===== src/hw/rtl/ght_pkg.sv =====
// ============================================================================
// ght_pkg: shared types and constants of the generational handle table
// request codes, status codes, handle layout and the stored entry format
// ============================================================================
`default_nettype none

package ght_pkg;

    // request codes
    localparam logic [1:0] MODE_ALLOC    = 2'd0;
    localparam logic [1:0] MODE_VALIDATE = 2'd1;
    localparam logic [1:0] MODE_RELEASE  = 2'd2;

    // status codes
    localparam logic [1:0] ST_OK      = 2'd0;
    localparam logic [1:0] ST_INVALID = 2'd1;
    localparam logic [1:0] ST_FULL    = 2'd2;

    // handle layout
    localparam logic [7:0]  HANDLE_TAG = 8'h41;
    localparam logic [23:0] GEN_ONE    = 24'h000001;
    localparam logic [23:0] GEN_MAX    = 24'hffffff;

    // busy bitmap rows are at most this wide
    localparam int MAX_ROW_W = 64;
    localparam int ROW_SH    = 6;

    // width of the slot field on the result
    localparam int SLOT_OUT_W = 6;

    typedef struct packed {
        logic [23:0] gen;
        logic [31:0] owner;
    } entry_t;

endpackage

`default_nettype wire


===== src/hw/rtl/ght_entry_store.sv =====
// ============================================================================
// ght_entry_store: per-slot generation and owner memory
// one write port, one read port, registered read data
// ============================================================================
`default_nettype none

module ght_entry_store
    import ght_pkg::*;
#(
    parameter int SLOTS = 64,
    localparam int IDX_W = (SLOTS > 1) ? $clog2(SLOTS) : 1
)
(
    input  wire logic             clk,
    input  wire logic             rd_en,
    input  wire logic [IDX_W-1:0] rd_addr,
    output entry_t                rd_data,
    input  wire logic             wr_en,
    input  wire logic [IDX_W-1:0] wr_addr,
    input  wire entry_t           wr_data
);

    entry_t mem [SLOTS];
    entry_t rd_data_reg;

    always_ff @(posedge clk)
    begin
        if (wr_en)
        begin
            mem[wr_addr] <= wr_data;
        end
        if (rd_en)
        begin
            rd_data_reg <= mem[rd_addr];
        end
    end

    assign rd_data = rd_data_reg;

endmodule

`default_nettype wire


===== src/hw/rtl/ght_busy_map.sv =====
// ============================================================================
// ght_busy_map: occupancy bitmap of the slot table
// rows of up to 64 busy bits in a memory, one full flag per row in flops,
// lowest row with a free slot found from the flags
// ============================================================================
`default_nettype none

module ght_busy_map
    import ght_pkg::*;
#(
    parameter int SLOTS = 64,
    localparam int ROW_W  = (SLOTS < MAX_ROW_W) ? SLOTS : MAX_ROW_W,
    localparam int ROWS   = (SLOTS + ROW_W - 1) / ROW_W,
    localparam int ROW_AW = (ROWS > 1) ? $clog2(ROWS) : 1
)
(
    input  wire logic              clk,
    input  wire logic              rst_n,
    input  wire logic              rd_en,
    input  wire logic [ROW_AW-1:0] rd_row,
    output logic      [ROW_W-1:0]  rd_bits,
    input  wire logic              wr_en,
    input  wire logic [ROW_AW-1:0] wr_row,
    input  wire logic [ROW_W-1:0]  wr_bits,
    output logic                   free_any,
    output logic      [ROW_AW-1:0] free_row
);

    logic [ROW_W-1:0]  mem [ROWS];
    logic [ROW_W-1:0]  rd_data_reg;
    logic [ROW_AW-1:0] rd_row_reg;
    logic [ROWS-1:0]   full_reg;

    // bits past the last slot read as busy
    function automatic logic [ROW_W-1:0] pad_mask(input logic [ROW_AW-1:0] r);
        logic [ROW_W-1:0] m;
        m = '0;
        for (int b = 0; b < ROW_W; b++)
        begin
            m[b] = ((32'(r) * 32'(ROW_W) + 32'(b)) >= 32'(SLOTS));
        end
        return m;
    endfunction

    always_ff @(posedge clk)
    begin
        if (wr_en)
        begin
            mem[wr_row] <= wr_bits;
        end
        if (rd_en)
        begin
            rd_data_reg <= mem[rd_row];
            rd_row_reg  <= rd_row;
        end
    end

    always_ff @(posedge clk or negedge rst_n)
    begin
        if (!rst_n)
        begin
            full_reg <= '0;
        end
        else if (wr_en)
        begin
            full_reg[wr_row] <= &(wr_bits | pad_mask(wr_row));
        end
    end

    assign rd_bits = rd_data_reg | pad_mask(rd_row_reg);

    // lowest row that still has a free slot
    always_comb
    begin
        free_any = 1'b0;
        free_row = '0;
        for (int r = ROWS - 1; r >= 0; r--)
        begin
            if (!full_reg[r])
            begin
                free_any = 1'b1;
                free_row = ROW_AW'(r);
            end
        end
    end

endmodule

`default_nettype wire


===== src/hw/rtl/generational_handle_table.sv =====
// ============================================================================
// generational_handle_table: slot table handing out typed generational handles
// allocate, validate and release of 64-bit handles over SLOTS slots
// ============================================================================
// One request is taken at a time: a transfer happens when start is high and
// busy is low. Validate and release pass through the check state before the
// result, allocate through the row and then the generation state; a request
// refused on its face (null owner, full table, malformed handle, unused mode)
// gives its result in the cycle after the transfer. The sequence follows
// from the registered reads of the busy bitmap and entry memories: allocate
// reads the bitmap row, then the entry, then writes back. busy drops in the
// cycle the result is shown, so a new request may be taken while the previous
// result is on the ports. Each result is shown for exactly one cycle with done
// high; the receiver cannot stall. After reset the block runs a clearing pass
// (busy is high) that sets every generation to 1 and frees every slot.
// ============================================================================
`default_nettype none

module generational_handle_table
    import ght_pkg::*;
#(
    parameter int SLOTS = 64
)
(
    input  wire logic        clk,
    input  wire logic        rst_n,
    input  wire logic        start,
    output logic             busy,
    input  wire logic [1:0]  mode,
    input  wire logic [63:0] handle,
    input  wire logic [31:0] owner,
    output logic             done,
    output logic [1:0]       status,
    output logic [63:0]      handle_out,
    output logic [5:0]       slot_out
);

    localparam int ROW_W  = (SLOTS < MAX_ROW_W) ? SLOTS : MAX_ROW_W;
    localparam int ROWS   = (SLOTS + ROW_W - 1) / ROW_W;
    localparam int ROW_AW = (ROWS > 1) ? $clog2(ROWS) : 1;
    localparam int BIT_W  = (ROW_W > 1) ? $clog2(ROW_W) : 1;
    localparam int IDX_W  = (SLOTS > 1) ? $clog2(SLOTS) : 1;
    localparam logic [IDX_W-1:0] LAST_IDX = IDX_W'(SLOTS - 1);

    // sequencer states
    localparam logic [2:0] S_CLEAR     = 3'd0;
    localparam logic [2:0] S_IDLE      = 3'd1;
    localparam logic [2:0] S_ALLOC_ROW = 3'd2;
    localparam logic [2:0] S_ALLOC_GEN = 3'd3;
    localparam logic [2:0] S_CHECK     = 3'd4;

    // control
    logic [2:0]       state_reg, state_next;
    logic [IDX_W-1:0] clr_cnt_reg, clr_cnt_next;
    logic             done_reg, done_next;

    // request context
    logic              rel_reg, rel_next;
    logic [31:0]       owner_reg, owner_next;
    logic [23:0]       gen_reg, gen_next;
    logic [ROW_AW-1:0] row_reg, row_next;
    logic [IDX_W-1:0]  idx_reg, idx_next;

    // result
    logic [1:0]            status_reg, status_next;
    logic [63:0]           hout_reg, hout_next;
    logic [SLOT_OUT_W-1:0] slot_reg, slot_next;

    // bitmap and entry memory ports
    logic              b_rd_en, b_wr_en, free_any;
    logic [ROW_AW-1:0] b_rd_row, b_wr_row, free_row;
    logic [ROW_W-1:0]  b_rd_bits, b_wr_bits;
    logic              e_rd_en, e_wr_en;
    logic [IDX_W-1:0]  e_rd_addr, e_wr_addr;
    entry_t            e_rd_data, e_wr_data;

    // handle decode
    logic [31:0] h_low, h_idx;
    logic [23:0] h_gen;
    logic        h_ok;

    // bitmap search inside the fetched row
    logic [BIT_W-1:0] free_bit, chk_bit;
    logic [IDX_W-1:0] new_idx;
    logic             hit;

    function automatic logic [ROW_AW-1:0] row_of(input logic [IDX_W-1:0] i);
        if (ROWS == 1)
        begin
            return '0;
        end
        return ROW_AW'(i >> ROW_SH);
    endfunction

    function automatic logic [BIT_W-1:0] bit_of(input logic [IDX_W-1:0] i);
        if (ROWS == 1)
        begin
            return BIT_W'(i);
        end
        return BIT_W'(i & IDX_W'(ROW_W - 1));
    endfunction

    function automatic logic [IDX_W-1:0] slot_of(input logic [ROW_AW-1:0] r,
                                                 input logic [BIT_W-1:0]  b);
        if (ROWS == 1)
        begin
            return IDX_W'(b);
        end
        return (IDX_W'(r) << ROW_SH) | IDX_W'(b);
    endfunction

    // position of the lowest clear bit
    function automatic logic [BIT_W-1:0] first_zero(input logic [ROW_W-1:0] v);
        logic [BIT_W-1:0] p;
        p = '0;
        for (int i = ROW_W - 1; i >= 0; i--)
        begin
            if (!v[i])
            begin
                p = BIT_W'(i);
            end
        end
        return p;
    endfunction

    ght_busy_map #(
        .SLOTS(SLOTS)
    ) u_busy_map (
        .clk      (clk),
        .rst_n    (rst_n),
        .rd_en    (b_rd_en),
        .rd_row   (b_rd_row),
        .rd_bits  (b_rd_bits),
        .wr_en    (b_wr_en),
        .wr_row   (b_wr_row),
        .wr_bits  (b_wr_bits),
        .free_any (free_any),
        .free_row (free_row)
    );

    ght_entry_store #(
        .SLOTS(SLOTS)
    ) u_entry_store (
        .clk     (clk),
        .rd_en   (e_rd_en),
        .rd_addr (e_rd_addr),
        .rd_data (e_rd_data),
        .wr_en   (e_wr_en),
        .wr_addr (e_wr_addr),
        .wr_data (e_wr_data)
    );

    // handle fields: tag, generation, index plus one
    assign h_low = handle[31:0];
    assign h_gen = handle[55:32];
    assign h_idx = h_low - 32'd1;
    assign h_ok  = (handle[63:56] == HANDLE_TAG) && (h_low != 32'd0)
                   && (h_gen != 24'd0) && (h_idx < 32'(SLOTS));

    assign free_bit = first_zero(b_rd_bits);
    assign new_idx  = slot_of(row_reg, free_bit);
    assign chk_bit  = bit_of(idx_reg);
    // busy slot, same generation, same owner (a busy slot's stored owner is never null)
    assign hit      = b_rd_bits[chk_bit] && (e_rd_data.gen == gen_reg)
                      && (e_rd_data.owner == owner_reg);

    always_comb
    begin
        state_next   = state_reg;
        clr_cnt_next = clr_cnt_reg;
        done_next    = 1'b0;
        rel_next     = rel_reg;
        owner_next   = owner_reg;
        gen_next     = gen_reg;
        row_next     = row_reg;
        idx_next     = idx_reg;
        status_next  = status_reg;
        hout_next    = hout_reg;
        slot_next    = slot_reg;

        b_rd_en   = 1'b0;
        b_rd_row  = row_reg;
        b_wr_en   = 1'b0;
        b_wr_row  = row_reg;
        b_wr_bits = b_rd_bits;
        e_rd_en   = 1'b0;
        e_rd_addr = idx_reg;
        e_wr_en   = 1'b0;
        e_wr_addr = idx_reg;
        e_wr_data = e_rd_data;

        unique case (state_reg)
            S_CLEAR:
            begin
                // one slot per cycle: generation 1, busy bit clear
                b_wr_en   = 1'b1;
                b_wr_row  = row_of(clr_cnt_reg);
                b_wr_bits = '0;
                e_wr_en   = 1'b1;
                e_wr_addr = clr_cnt_reg;
                e_wr_data = '{gen: GEN_ONE, owner: 32'd0};
                if (clr_cnt_reg == LAST_IDX)
                begin
                    state_next = S_IDLE;
                end
                else
                begin
                    clr_cnt_next = clr_cnt_reg + IDX_W'(1);
                end
            end

            S_IDLE:
            begin
                if (start)
                begin
                    owner_next = owner;
                    gen_next   = h_gen;
                    rel_next   = (mode == MODE_RELEASE);
                    idx_next   = IDX_W'(h_idx);
                    // default: refused at once
                    status_next = ST_INVALID;
                    hout_next   = 64'd0;
                    slot_next   = '0;
                    unique case (mode) inside
                        MODE_ALLOC:
                        begin
                            if (owner == 32'd0)
                            begin
                                done_next = 1'b1;
                            end
                            else if (!free_any)
                            begin
                                done_next   = 1'b1;
                                status_next = ST_FULL;
                            end
                            else
                            begin
                                b_rd_en    = 1'b1;
                                b_rd_row   = free_row;
                                row_next   = free_row;
                                state_next = S_ALLOC_ROW;
                            end
                        end
                        MODE_VALIDATE, MODE_RELEASE:
                        begin
                            if (!h_ok)
                            begin
                                done_next = 1'b1;
                            end
                            else
                            begin
                                b_rd_en    = 1'b1;
                                b_rd_row   = row_of(IDX_W'(h_idx));
                                row_next   = row_of(IDX_W'(h_idx));
                                e_rd_en    = 1'b1;
                                e_rd_addr  = IDX_W'(h_idx);
                                state_next = S_CHECK;
                            end
                        end
                        default:
                        begin
                            done_next = 1'b1;
                        end
                    endcase
                end
            end

            S_ALLOC_ROW:
            begin
                // claim the lowest free bit of the row, fetch its generation
                b_wr_en    = 1'b1;
                b_wr_bits  = b_rd_bits | (ROW_W'(1) << free_bit);
                e_rd_en    = 1'b1;
                e_rd_addr  = new_idx;
                idx_next   = new_idx;
                state_next = S_ALLOC_GEN;
            end

            S_ALLOC_GEN:
            begin
                e_wr_en     = 1'b1;
                e_wr_data   = '{gen: e_rd_data.gen, owner: owner_reg};
                done_next   = 1'b1;
                status_next = ST_OK;
                hout_next   = {HANDLE_TAG, e_rd_data.gen, 32'(idx_reg) + 32'd1};
                slot_next   = SLOT_OUT_W'(idx_reg);
                state_next  = S_IDLE;
            end

            S_CHECK:
            begin
                done_next  = 1'b1;
                hout_next  = 64'd0;
                state_next = S_IDLE;
                if (hit)
                begin
                    status_next = ST_OK;
                    slot_next   = SLOT_OUT_W'(idx_reg);
                    if (rel_reg)
                    begin
                        // free the slot and move its generation on, skipping zero
                        b_wr_en   = 1'b1;
                        b_wr_bits = b_rd_bits & ~(ROW_W'(1) << chk_bit);
                        e_wr_en   = 1'b1;
                        e_wr_data = '{gen: (e_rd_data.gen == GEN_MAX) ? GEN_ONE
                                                : e_rd_data.gen + 24'd1,
                                      owner: e_rd_data.owner};
                    end
                end
                else
                begin
                    status_next = ST_INVALID;
                    slot_next   = '0;
                end
            end

            default:
            begin
                state_next = S_IDLE;
            end
        endcase
    end

    always_ff @(posedge clk or negedge rst_n)
    begin
        if (!rst_n)
        begin
            state_reg   <= S_CLEAR;
            clr_cnt_reg <= '0;
            done_reg    <= 1'b0;
        end
        else
        begin
            state_reg   <= state_next;
            clr_cnt_reg <= clr_cnt_next;
            done_reg    <= done_next;
        end
    end

    // request context and result payload
    always_ff @(posedge clk)
    begin
        rel_reg    <= rel_next;
        owner_reg  <= owner_next;
        gen_reg    <= gen_next;
        row_reg    <= row_next;
        idx_reg    <= idx_next;
        status_reg <= status_next;
        hout_reg   <= hout_next;
        slot_reg   <= slot_next;
    end

    assign busy       = (state_reg != S_IDLE);
    assign done       = done_reg;
    assign status     = status_reg;
    assign handle_out = hout_reg;
    assign slot_out   = slot_reg;

endmodule

`default_nettype wire


===== config.mk =====
export PLATFORM = sky130hd
export DESIGN_NAME = generational_handle_table
export DESIGN_NICKNAME = d
export VERILOG_FILES = /design/src/hw/rtl/ght_pkg.sv /design/src/hw/rtl/ght_entry_store.sv /design/src/hw/rtl/ght_busy_map.sv /design/src/hw/rtl/generational_handle_table.sv
export SDC_FILE = /design/constraint.sdc
export NUM_CORES = 2
export LEC_CHECK = 0
export BUFFER_PORTS_ARGS = -buffer_cell sky130_fd_sc_hd__clkbuf_2
export CAP_MARGIN = 5
export CORE_MARGIN = 1.5
export CORE_UTILIZATION = 50
export CTS_CLUSTER_SIZE = 30
export DETAILED_ROUTE_END_ITERATION = 7
export GPL_TIMING_DRIVEN = 0
export PLACE_DENSITY = 0.65
export SYNTH_ARGS = -nofsm -noshare
export SYNTH_HDL_FRONTEND = slang
export SYNTH_SLANG_ARGS = --single-unit

===== constraint.sdc =====
create_clock -name clk -period 10.6 [get_ports clk]
set_input_delay 0.53 -clock clk [delete_from_list [all_inputs] [get_ports clk]]
set_output_delay 0.53 -clock clk [all_outputs]
set_load 0.01 [all_outputs]

# Word level (Yosys, flattened, before mapping)
# Memories as Yosys holds them, arrays and structs flattened. A register that Yosys moved wholly into a read port is not among the register bits.
# Cells that the tools add are included.
[classes]
addsub = 130
n_lt_le_gt_ge = 132
eq_ne = 18
n_shift = 2
n_mux = 130
n_bitwise = 6
reduce_logical = 23
[ops]
columns = ["operator", "count"]
rows = [
  ["greater-or-equal comparator 32 x 7 -> 1 bit, second input constant", 126],
  ["adder 7 x 6 -> 8 bit, second input constant", 64],
  ["two-way mux 6 bit", 71],
  ["one-hot mux 64 bit (3 select lines)", 2],
  ["adder 7 x 5 -> 8 bit, second input constant", 32],
  ["two-way mux 64 bit", 3],
  ["bitwise OR 64 bit", 3],
  ["one-hot mux 56 bit (3 select lines)", 1],
  ["adder 7 x 4 -> 8 bit, second input constant", 16],
  ["left shift 1 x 6 -> 64 bit, first input constant", 2],
  ["two-way mux 56 bit", 2],
  ["adder 7 x 3 -> 8 bit, second input constant", 8],
  ["bitwise AND 64 bit", 1],
  ["inverter 64 bit", 1],
  ["AND reduction 64 bit", 1],
  ["adder 7 x 2 -> 8 bit, second input constant", 4],
  ["equality test 32 bit", 1],
  ["logical NOT 32 bit", 1],
  ["less-than comparator 32 x 7 -> 1 bit, second input constant", 1],
  ["nonzero test 32 bit", 1],
  ["subtractor 32 x 1 -> 32 bit, second input constant", 1],
  ["two-way mux 1 bit", 26],
  ["adder 24 x 1 -> 24 bit, second input constant", 1],
  ["equality test 24 bit", 1],
  ["39 further kinds", 71],
]
[totals]
ff_bits = 148
ramBits = 3648
input_bits = 101
out_inout_bits = 74
word_cells = 456
memories = 2
[memory_table]
columns = ["name", "depth", "width", "read_ports", "rd_ports_with_merged_regs", "wr", "line_no", "text"]
rows = [
  ["u_entry_store.mem", 64, 56, 1, 1, 1, "ght_entry_store.sv:23", "entry_t mem [SLOTS];"],
  ["u_busy_map.mem", 1, 64, 1, 1, 1, "ght_busy_map.sv:29", "logic [ROW_W-1:0] mem [ROWS];"],
]

# Depth between registers and ports, before layout
[logic_depth]
depth_word = 73
mapped_depth = 21
depth_no_buf = 14

# Hierarchy
# Synthesis repeated with hierarchy kept, for this count alone.
[hier_totals]
hier_cells = 7211
area_unflattened_um2 = 152085.9
[modules_own_cells]
columns = ["mod", "n_inst", "cells_each", "area_per_inst_um2"]
rows = [
  ["ght_entry_store", 1, 5830, 137628.2],
  ["generational_handle_table", 1, 1152, 9967.1],
  ["ght_busy_map", 1, 229, 4490.6],
]

# Worst setup path after synthesis
# No wires, ideal clock.
[synth_path]
path_type = "register to register"
startpoint = "register idx_reg[0] (netlist: chk_bit[0])"
endpoint = "memory u_entry_store.mem[0][43] (netlist bit), data pin"
setup_ps = 905
t_arrival_ps = 7288
path_slack_ps = 2407
stages_incl_launch_ff = 16
n_path_buf = 7
synth_period_minus_slack_ps = 8193
cell_sequence = "edfxtp_1 > buf_1 > clkbuf_1 > mux4_2 > nand2_1 > a31oi_1 > nor4_1 > or2_2 > buf_2 > clkbuf_1 > buf_1 > clkbuf_1 > nor2_1 > nand2_1 > clkbuf_1 > o41ai_1"
[synth_rtl]
columns = ["element", "line_no", "text"]
rows = [
  ["from (decl)", "generational_handle_table.sv:62", "logic [IDX_W-1:0] idx_reg, idx_next;"],
  ["from (signal assigned)", "generational_handle_table.sv:347", "idx_reg <= idx_next;"],
  ["to (decl)", "ght_entry_store.sv:23", ""],
]

# Worst setup path in the final report
[layout_path]
startpoint = "register state_reg[0]"
endpoint = "register, netlist name u_entry_store.rd_data[30]"
[layout_via]
elab_chain_cells = 2
word_cells_on_any_way = 4
cone_classes = "2 x eq/ne; 2 x mux"
[layout_lines]
columns = ["element", "line_no", "text"]
rows = [
  ["from (decl)", "generational_handle_table.sv:53", "logic [2:0] state_reg, state_next;"],
  ["from (signal assigned)", "generational_handle_table.sv:334", "state_reg <= state_next;"],
  ["equality test 3 x 2 -> 1 bit or equality test 3 x 1 -> 1 bit (tied branches)", "generational_handle_table.sv:192", "unique case (state_reg)"],
  ["one-hot mux 6 bit (2 select lines) or one-hot mux 1 bit (2 select lines) (tied branches)", "generational_handle_table.sv:192", ""],
]
# Parallel ways exist; a longest one is shown, timed or not.
# A chain may end at the register's enable or synchronous reset.

==> metrics.txt <==
final antenna-violating net count 0; RSZ-0062 raised after global routing false; cells after synthesis 8267; Cell variety after synth 92; Post-synth top cells edfxtp_1 (3872), nand2_1 (794), mux4_2 (669), nand3_1 (420), mux2i_1 (259); final WL 569500 µm; I/O pins 175; final hold violation count 0; MaxCap Viol Count 12; area fraction of the dominant cell type after synthesis 75.90%; Critical Path RT 11100 ps; CP Launch Type flip-flop; worst hold path type input port to flip-flop; worst reg2reg path endpoint u_entry_store.rd_data[30]$_DFFE_PP_; Post-Synth XOR/XNOR Area 0.4116%; gr usage total 36.45%; Die X 556.5 µm; Post-Synth Simple-Gate Area 5.525%; die area 0.3097 mm²; number of flip-flops in the largest register 3584; Sink Count 3884; DRT Pass-1 Iters 8; largest net degree at the start of global routing 65; Die Y 556.5 µm; Setup Viol. Count Final 0; vias in the first global route 89063; GPL Wtd Cong 1.010; most numerous cell in the Yosys netlist edfxtp_1; vias 94663; post-synth top area cell edfxtp_1; Yosys warnings 0; failing checks DRC, capacitance limit, slew limit; r2r setup slk 1220 ps; gr ovfl total 0; EDFF count, synth 3872; worst skew pair latency 990 ps; Initial Util 50.18%; layout overhead on the synthesized area 17.18%; Avg Inst Size Synth 18.53 µm²; final slew viol count 99; launch point of the worst reg-to-reg path state_reg[0]$_DFFE_PN0P_; layout cells sized above 1 21.98%; Detailed Place HPWL 402600 µm; Power Dens Cells 304.7 mW/mm²; top cells by area, synth edfxtp_1 (76%), mux4_2 (9.8%), nand2_1 (1.9%), mux2i_1 (1.7%), nand3_1 (1.4%); post-synthesis mux area share 11.66%; 1st-iter DRT viols 18441; largest family of logic cells by synthesized area multiplexers; core box area 0.3053 mm²; Post-CTS Resized 0; CTS tree built; Crit Path Max Fanout 34; Final period util 88.51%; synthesized area 0.1532 mm²; Synth Register Bits 3884; clk buf depth 4; initial antenna violation count 54; Fmax achieved 106.6 MHz; clock skew 67.95 ps; CP Data Arrival Time 9880 ps; leakage power 57.91 nW; Top FF cell, synth edfxtp_1; Reg clk slew, reported paths 60 ps; hold path depth 3; post-synthesis compound-gate area fraction 4.437%; relative slew slack -6.492%; H-tree depth reported by CTS 5; DP Cell Count 12847; # nets final 9319; critical setup path kind flip-flop to flip-flop; Worst Hold End u_busy_map.rd_row_reg$_DFFE_PP_; TritonCTS buffer count 389; CTS root buffer clkbuf_16; Hold WS 101.0 ps; Critical Path End Type flip-flop; row cnt 203; final core area utilization 58.80%; fin crit period 9382 ps; drc violations 22; outcome finished with violations; Hold Startpoint mode[0]; vias per std cell 6.935; Finished Layout Cells 13651; Reg2Reg Depth 18; Synth Area in Adders 0.1062%; Seq/Total Area, Yosys 76.09%; Post-CTS Setup Repair Bufs 0; global-route wire length before repair 757500 µm; DR WL/cell 41.72 µm; Tightest Pin Transition 1557 ps; Post-Route Setup TNS 0 ps; peak supply drop 188.0 µV; input/output buffers 142; post-synthesis async set-or-reset flop share 0.2832%
[power breakdown]
part	total, mW	internal (mW)	switching, mW
logic	20.8	6.36	14.4
clock network	13.9	7.83	6.04
registers	20.0	19.7	0.366
[cell usage in the layout, fill, tap and decap left out, types with 41 or more instances in the layout]
cell type,count
edfxtp_1,3872
nand2_1,793
mux4_2,669
nand3_1,420
clkbuf_16,393
mux2i_1,258
clkbuf_1,256
a22oi_1,245
a21oi_1,242
buf_12,224
clkbuf_2,152
buf_2,134
nor2_1,122
o21ai_0,107
clkinv_1,91
nand4_1,90
buf_1,83
clkinv_2,71
nor2_4,65
nor3_1,64
buf_4,63
o22ai_1,62
dlygate4sd3_1,61
and3_1,57
xnor2_1,55
buf_6,46
or4_1,45
bufinv_16,41
[routing by layer]
layer	part of all wire [%]	vias to the layer above	GRT usage (%)
li1	-	35669	-
met1	34	48555	47.71
met2	43	8619	52.85
met3	15	1772	13.19
met4	7.0	48	20.61
met5	0.093	-	0.2657
[through the flow]
| stage | total power [mW] | area [µm²] | setup slack, ps |
|---|---|---|---|
| floorplan | 30.76 | 153300 | 2407 |
| global placement | 39.30 | 159100 | -4695 |
| detailed placement | 40.05 | 166100 | 1778 |
| CTS | 53.69 | 179400 | 1772 |
| global route | 55.39 | 179500 | 1394 |
| finish | 54.70 | 179500 | 1218 |
[area by class of cell]
cell class | count | area (µm²)
fill | 22189 | 125800
multi-input combinational | 3878 | 34890
timing repair buffer | 517 | 7472
tap | 4100 | 5130
inverter | 34 | 127.6
clock buffer | 464 | 10100
antenna | 25 | 62.56
buffer | 501 | 2590
sequential | 3884 | 116600
clock inverter | 248 | 2571
[worst max-delay path, stage by stage (launching register included)]
cell and delay (ps):
dfrtp_1 320, clkbuf_1 500, nor2b_1 210, clkbuf_1 400, nor2b_1 350, nand2_1 210
inv_2 620, nand2_1 320, nor3_1 850, a221o_1 510, buf_2 340, buf_2 550
buf_2 690, buf_2 590, buf_2 650, mux2i_1 340, o22ai_1 170, nor3_1 530
o2111ai_1 680
[worst max path at each step]
stage                                   startpoint                                   to  slack, ps  cells past startpoint
after floorplan               chk_bit[0]$_DFFE_PP_   u_entry_store.mem[0][43]$_DFFE_PP_       2410                     15
final                     state_reg[0]$_DFFE_PN0P_  u_entry_store.rd_data[30]$_DFFE_PP_       1220                     18
after global placement        chk_bit[2]$_DFFE_PP_  u_entry_store.mem[18][49]$_DFFE_PP_      -4700                     14
after detailed placement                 handle[0]  u_entry_store.rd_data[30]$_DFFE_PP_       1780                     18
after CTS                 state_reg[0]$_DFFE_PN0P_  u_entry_store.rd_data[33]$_DFFE_PP_       1770                     16
after global routing      state_reg[0]$_DFFE_PN0P_  u_entry_store.rd_data[33]$_DFFE_PP_       1390                     15
[logic make-up (layout without fill, tap and decap cells)]
family                   Yosys count  in the layout
adder cells (fa/ha/maj)           13             13
XOR/XNOR                          72             72
AND/OR/NAND/NOR                 1820           1820
other                              1             56
buffers and inverters            535           1764
AO/OA/AOI/OAI                    996            996
multiplexers                     946            946
flip-flops                      3884           3884
[what timing repair did]
item / in CTS / in global routing
hold endpoints to repair: 69 / 0
endpoints found under the setup margin: 0 / 0
hold buffers: 61 / 0
No activity file was read; power rests on OpenSTA's default activity.
